<file path="src/natpt_pkg.sv">
// Package for the NAT port translation table: request and result types,
// entry layout, verdict and class codes. No dependencies.
`default_nettype none
package natpt_pkg;

  typedef struct packed {
    logic        func;
    logic [1:0]  direction;
    logic        is_tcp;
    logic [31:0] src_ip;
    logic [15:0] src_port;
    logic [31:0] dst_ip;
    logic [15:0] dst_port;
  } in_item_t;

  typedef struct packed {
    logic [2:0]  verdict;
    logic [31:0] new_src_ip;
    logic [15:0] new_src_port;
    logic [31:0] new_dst_ip;
    logic [15:0] new_dst_port;
    logic [8:0]  entries_removed;
  } out_item_t;

  // Verdict codes.
  localparam logic [2:0] V_FWD     = 3'd0;
  localparam logic [2:0] V_UNREACH = 3'd1;
  localparam logic [2:0] V_NONTCP  = 3'd2;
  localparam logic [2:0] V_NORES   = 3'd3;
  localparam logic [2:0] V_TICK    = 3'd4;

  // Direction codes.
  localparam logic [1:0] DIR_OUT = 2'd0;
  localparam logic [1:0] DIR_IN  = 2'd1;

  // Request classes decided by the front end.
  localparam logic [2:0] CLS_TICK    = 3'd0;
  localparam logic [2:0] CLS_UNREACH = 3'd1;
  localparam logic [2:0] CLS_NONTCP  = 3'd2;
  localparam logic [2:0] CLS_IN      = 3'd3;
  localparam logic [2:0] CLS_OUT     = 3'd4;

  // Configuration register indexes.
  localparam logic [1:0] REG_EXT_IP  = 2'd0;
  localparam logic [1:0] REG_PORT_BASE = 2'd1;
  localparam logic [1:0] REG_TIMEOUT = 2'd2;

  localparam logic [31:0] EXT_IP_RST    = 32'd0;
  localparam logic [15:0] PORT_BASE_RST = 16'd12288;
  localparam logic [15:0] TIMEOUT_RST   = 16'd60;
  localparam logic [15:0] AGE_MAX       = 16'hFFFF;

  // Port pool bitmap is stored in words of this many bits.
  localparam int POOL_WORD  = 32;
  localparam int POOL_BIT_W = 5;

  typedef struct packed {
    logic [2:0] cls;
    in_item_t   item;
  } q_item_t;

  typedef struct packed {
    logic    vld;
    q_item_t data;
  } q_side_t;

  typedef struct packed {
    logic [31:0] ext_ip;
    logic [15:0] port_base;
    logic [15:0] idle_timeout;
  } cfg_t;

  typedef struct packed {
    logic [31:0] inside_ip;
    logic [15:0] inside_port;
    logic [31:0] remote_ip;
    logic [15:0] outside_port;
    logic [15:0] idle_age;
  } entry_t;

endpackage
`default_nettype wire

</file>
<file path="src/natpt_front.sv">
// Front end: accepts requests, classifies them and holds them in a
// two-deep queue for the back end. Depends on natpt_pkg.
`default_nettype none
module natpt_front (
  input  wire logic               clk,
  input  wire logic               rst_n,
  input  wire logic               push_en,
  input  wire natpt_pkg::in_item_t item,
  output logic                    full,
  output natpt_pkg::q_side_t      q,
  input  wire logic               q_pop
);
  natpt_pkg::q_item_t slot_r [2];
  logic       wptr_r, wptr_nxt, rptr_r, rptr_nxt;
  logic [1:0] cnt_r, cnt_nxt;
  logic [2:0] cls;

  // Invalid direction is reported before the protocol check.
  always_comb begin
    if (item.func) begin
      cls = natpt_pkg::CLS_TICK;
    end else if (item.direction != natpt_pkg::DIR_OUT &&
                 item.direction != natpt_pkg::DIR_IN) begin
      cls = natpt_pkg::CLS_UNREACH;
    end else if (!item.is_tcp) begin
      cls = natpt_pkg::CLS_NONTCP;
    end else if (item.direction == natpt_pkg::DIR_IN) begin
      cls = natpt_pkg::CLS_IN;
    end else begin
      cls = natpt_pkg::CLS_OUT;
    end
  end

  assign full   = (cnt_r == 2'd2);
  assign q.vld  = (cnt_r != 2'd0);
  assign q.data = slot_r[rptr_r];

  always_comb begin
    wptr_nxt = wptr_r ^ push_en;
    rptr_nxt = rptr_r ^ q_pop;
    cnt_nxt  = cnt_r + {1'b0, push_en} - {1'b0, q_pop};
  end

  always_ff @(posedge clk) begin
    if (!rst_n) begin
      wptr_r <= 1'b0;
      rptr_r <= 1'b0;
      cnt_r  <= 2'd0;
    end else begin
      wptr_r <= wptr_nxt;
      rptr_r <= rptr_nxt;
      cnt_r  <= cnt_nxt;
    end
  end

  always_ff @(posedge clk) begin
    if (push_en) begin
      slot_r[wptr_r] <= '{cls: cls, item: item};
    end
  end
endmodule
`default_nettype wire

</file>
<file path="config.mk">
export PLATFORM = sky130hd
export DESIGN_NAME = natpt_front
export DESIGN_NICKNAME = d
export VERILOG_FILES = /design/src/natpt_pkg.sv /design/src/natpt_front.sv
export SDC_FILE = /design/constraint.sdc
export NUM_CORES = 1
export LEC_CHECK = 0
export BUFFER_PORTS_ARGS = -buffer_cell sky130_fd_sc_hd__buf_2
export CAP_MARGIN = 20
export CORE_ASPECT_RATIO = 1.25
export CORE_UTILIZATION = 40
export CTS_CLUSTER_SIZE = 24
export DETAILED_ROUTE_END_ITERATION = 7
export PLACE_DENSITY = 0.71
export SLEW_MARGIN = 25
export SYNTH_ARGS = -nofsm -noshare
export SYNTH_HDL_FRONTEND = slang
export SYNTH_SLANG_ARGS = --single-unit
</file>
<file path="constraint.sdc">
create_clock -name clk -period 6.6 [get_ports clk]
set_input_delay 0.66 -clock clk [delete_from_list [all_inputs] [get_ports clk]]
set_output_delay 0.66 -clock clk [all_outputs]
set_load 0.05 [all_outputs]
</file>
==> flow_metrics.tcl <==
set metrics [dict create \
    fmax_mhz 306 \
    drv_cap 0 \
    grt_pass1_vias 4250 \
    vias 3930 \
    worstMarginPinSlew_ns 0.774 \
    drive_gt1_share_pct 59.3 \
    grt_max_degree 56 \
    skew_ns 0.0105 \
    clockBufferDepth 3 \
    wl_per_cell_microns 17.2 \
    rows 56 \
    fp.coreArea_sq_um 18800 \
    overflow 0 \
    hold_viol 0 \
    outcome "complete, no violations" \
    cts_num_sinks 211 \
    finalNetCount 677 \
    final_util_pct 51.3 \
    die_h_microns 157 \
    min_path_type "input port to register" \
    ys_ff_latch 211 \
    peakVddDrop_uv 216 \
    antenna_found_initial 1 \
    required_ns 5.94 \
    firstDrtPassIters 4 \
    cpPeakStageDelay_ns 0.76 \
    synth_area_leaders "edfxtp_1 (80%), mux2_2 (15%), dfxtp_1 (1.3%)" \
    fill_cells 1556 \
    htreeDepth 1 \
    area_growth_pct 25.4 \
    hold_buffers 0 \
    drv_slew 0 \
    syn-num-nets 454 \
    crit_type "register to output port" \
    finalSetupViolCount 0 \
    die_area_sq_um 19800 \
    cts_resized 0 \
    cts_buffers 21 \
    cp-end-kind "output port" \
    period_minus_slack_ns 3.27 \
    avgSynthCellArea_sq_um 22.3 \
    seq_area_frac_synth_pct 81.5 \
    avgViaCountPerCell 4.82 \
    routed_wl_mm 14.0 \
    ant_nets 0 \
    grt_pass1_wl_mm 21.4 \
    clock_latency_ns 0.48 \
    ys_types 17 \
    io_buffer_count 208 \
    critPathLaunchType "register" \
    dpl_cell_area_sq_um 8990 \
    cp_slowest_cell "dfxtp_4" \
    drc 0 \
    die_x_microns 126 \
    syn-cell-area_sq_um 7710 \
    powerDensity_nw_per_um2 341 \
    cts-root-buf "clkbuf_16" \
    whs_ns 0.364 \
    n_antenna_cell 0 \
    crit_fanout 55 \
    start_util_pct 40.9 \
    arrival_ns 2.61 \
    rsz0062_at_grt "false" \
    max-slew-margin-rel_pct 48.4 \
    netlist.area_leader.share_pct 80.2 \
    dp_hpwl_mm 8.98 \
    p_leak_nw 3.61 \
    routabilityCongestion 0.715 \
    post-route-period-util_pct 49.5 \
    synthCells 346 \
    most-common-layout-cells "buf_2 (208), edfxtp_1 (206), mux2_2 (103)" \
    stdcell_area_sq_um 9670 \
    grt_usage_pct 13.9 \
    synth_area_leader_cell "edfxtp_1" \
    worstPathCellList "buf_4 -> mux2_2 -> buf_2" \
    cts_setup_buffers 0 \
    io_pins 209 \
    cts_tree "yes" \
    path_clk_slew_ns 0.06 \
    final_common_cell "buf_2" \
    drtIter0Drc 197 \
    setup_tns_ns 0 \
    yosysWarnings 0 \
]
synthesized netlist by cell type:
| master | n |
|---|---|
| nor3b_1 | 1 |
| nor3_1 | 1 |
| ha_1 | 4 |
| xnor3_1 | 1 |
| nor2b_1 | 4 |
| xor2_1 | 1 |
| buf_2 | 3 |
| buf_4 | 1 |
| edfxtp_1 | 206 |
| nor2_1 | 1 |
| buf_6 | 7 |
| a21oi_1 | 1 |
| or2_2 | 1 |
| mux2_2 | 103 |
| inv_1 | 3 |
| dfxtp_1 | 5 |
| and2_1 | 3 |
metal layers:
layer  share of wire [%]  GRT usage, %
met3                 7.7          4.18
met2                  51          25.3
met4                 2.2          4.70
met5               0.064             0
met1                  39          15.4
critical path, delay by kind of cell (launching register included):
kind	cells	cell delay [ns]
flops	1	0.76
mux	1	0.42
buf+inv	2	0.89
logic make-up (layout without fill, tap and decap cells):
kind of cell             after synthesis  after routing  synth area share (%)
flip-flops                           211            211                  81.5
multiplexers                         103            103                  15.0
buffers and inverters                 14            251                  1.46
AND/OR/NAND/NOR                       11             11                 0.860
adder cells (fa/ha/maj)                4              4                 0.649
XOR/XNOR                               2              2                 0.406
AO/OA/AOI/OAI                          1              1                0.0648
final timing paths:
check	start	to	slack (ns)	cells past startpoint
worst max-delay path	register	q[35]	3.33	3
worst min-delay path	item[41]	slot_r[0][41]	0.36	1
worst max register to register	wptr_r	slot_r[0][102]	4.39	3
worst min register to register	rptr_r	register	0.57	2
metrics by stage:
step / cells / setup slack, ns / power [W]
after floorplan: 346 / 3.03 / 0.00204
after global placement: 778 / 3.84 / 0.00215
after detailed placement: 778 / 3.78 / 0.00217
after CTS: 815 / 3.25 / 0.00334
after global routing: 815 / 3.15 / 0.00341
final: 815 / 3.33 / 0.00329
final cells by class:
| type | count | area, sq um | area share (%) |
|---|---|---|---|
| Timing Repair Buffer | 211 | 1060 | 11.0 |
| Tap cell | 232 | 290 | 3.00 |
| Sequential cell | 211 | 6290 | 65.1 |
| Multi-Input combinational cell | 121 | 1340 | 13.8 |
| Inverter | 3 | 11.3 | 0.116 |
| Clock inverter | 11 | 130 | 1.35 |
| Clock buffer | 26 | 544 | 5.63 |
state kept, by name (all words and copies together) (netlist names), named ones only:
signal and flops:
cnt_r 2, rptr_r 1, wptr_r 1, slot_r 206
report_power, final:
group	leakage [nW]	total, W	internal, W	switching [W]
clock	0.321	0.00116	0.000702	0.000460
combinational	1.31	0.000537	0.000154	0.000383
sequential	1.98	0.00160	0.00157	0.0000309
Power figures use the tool's default switching activity.
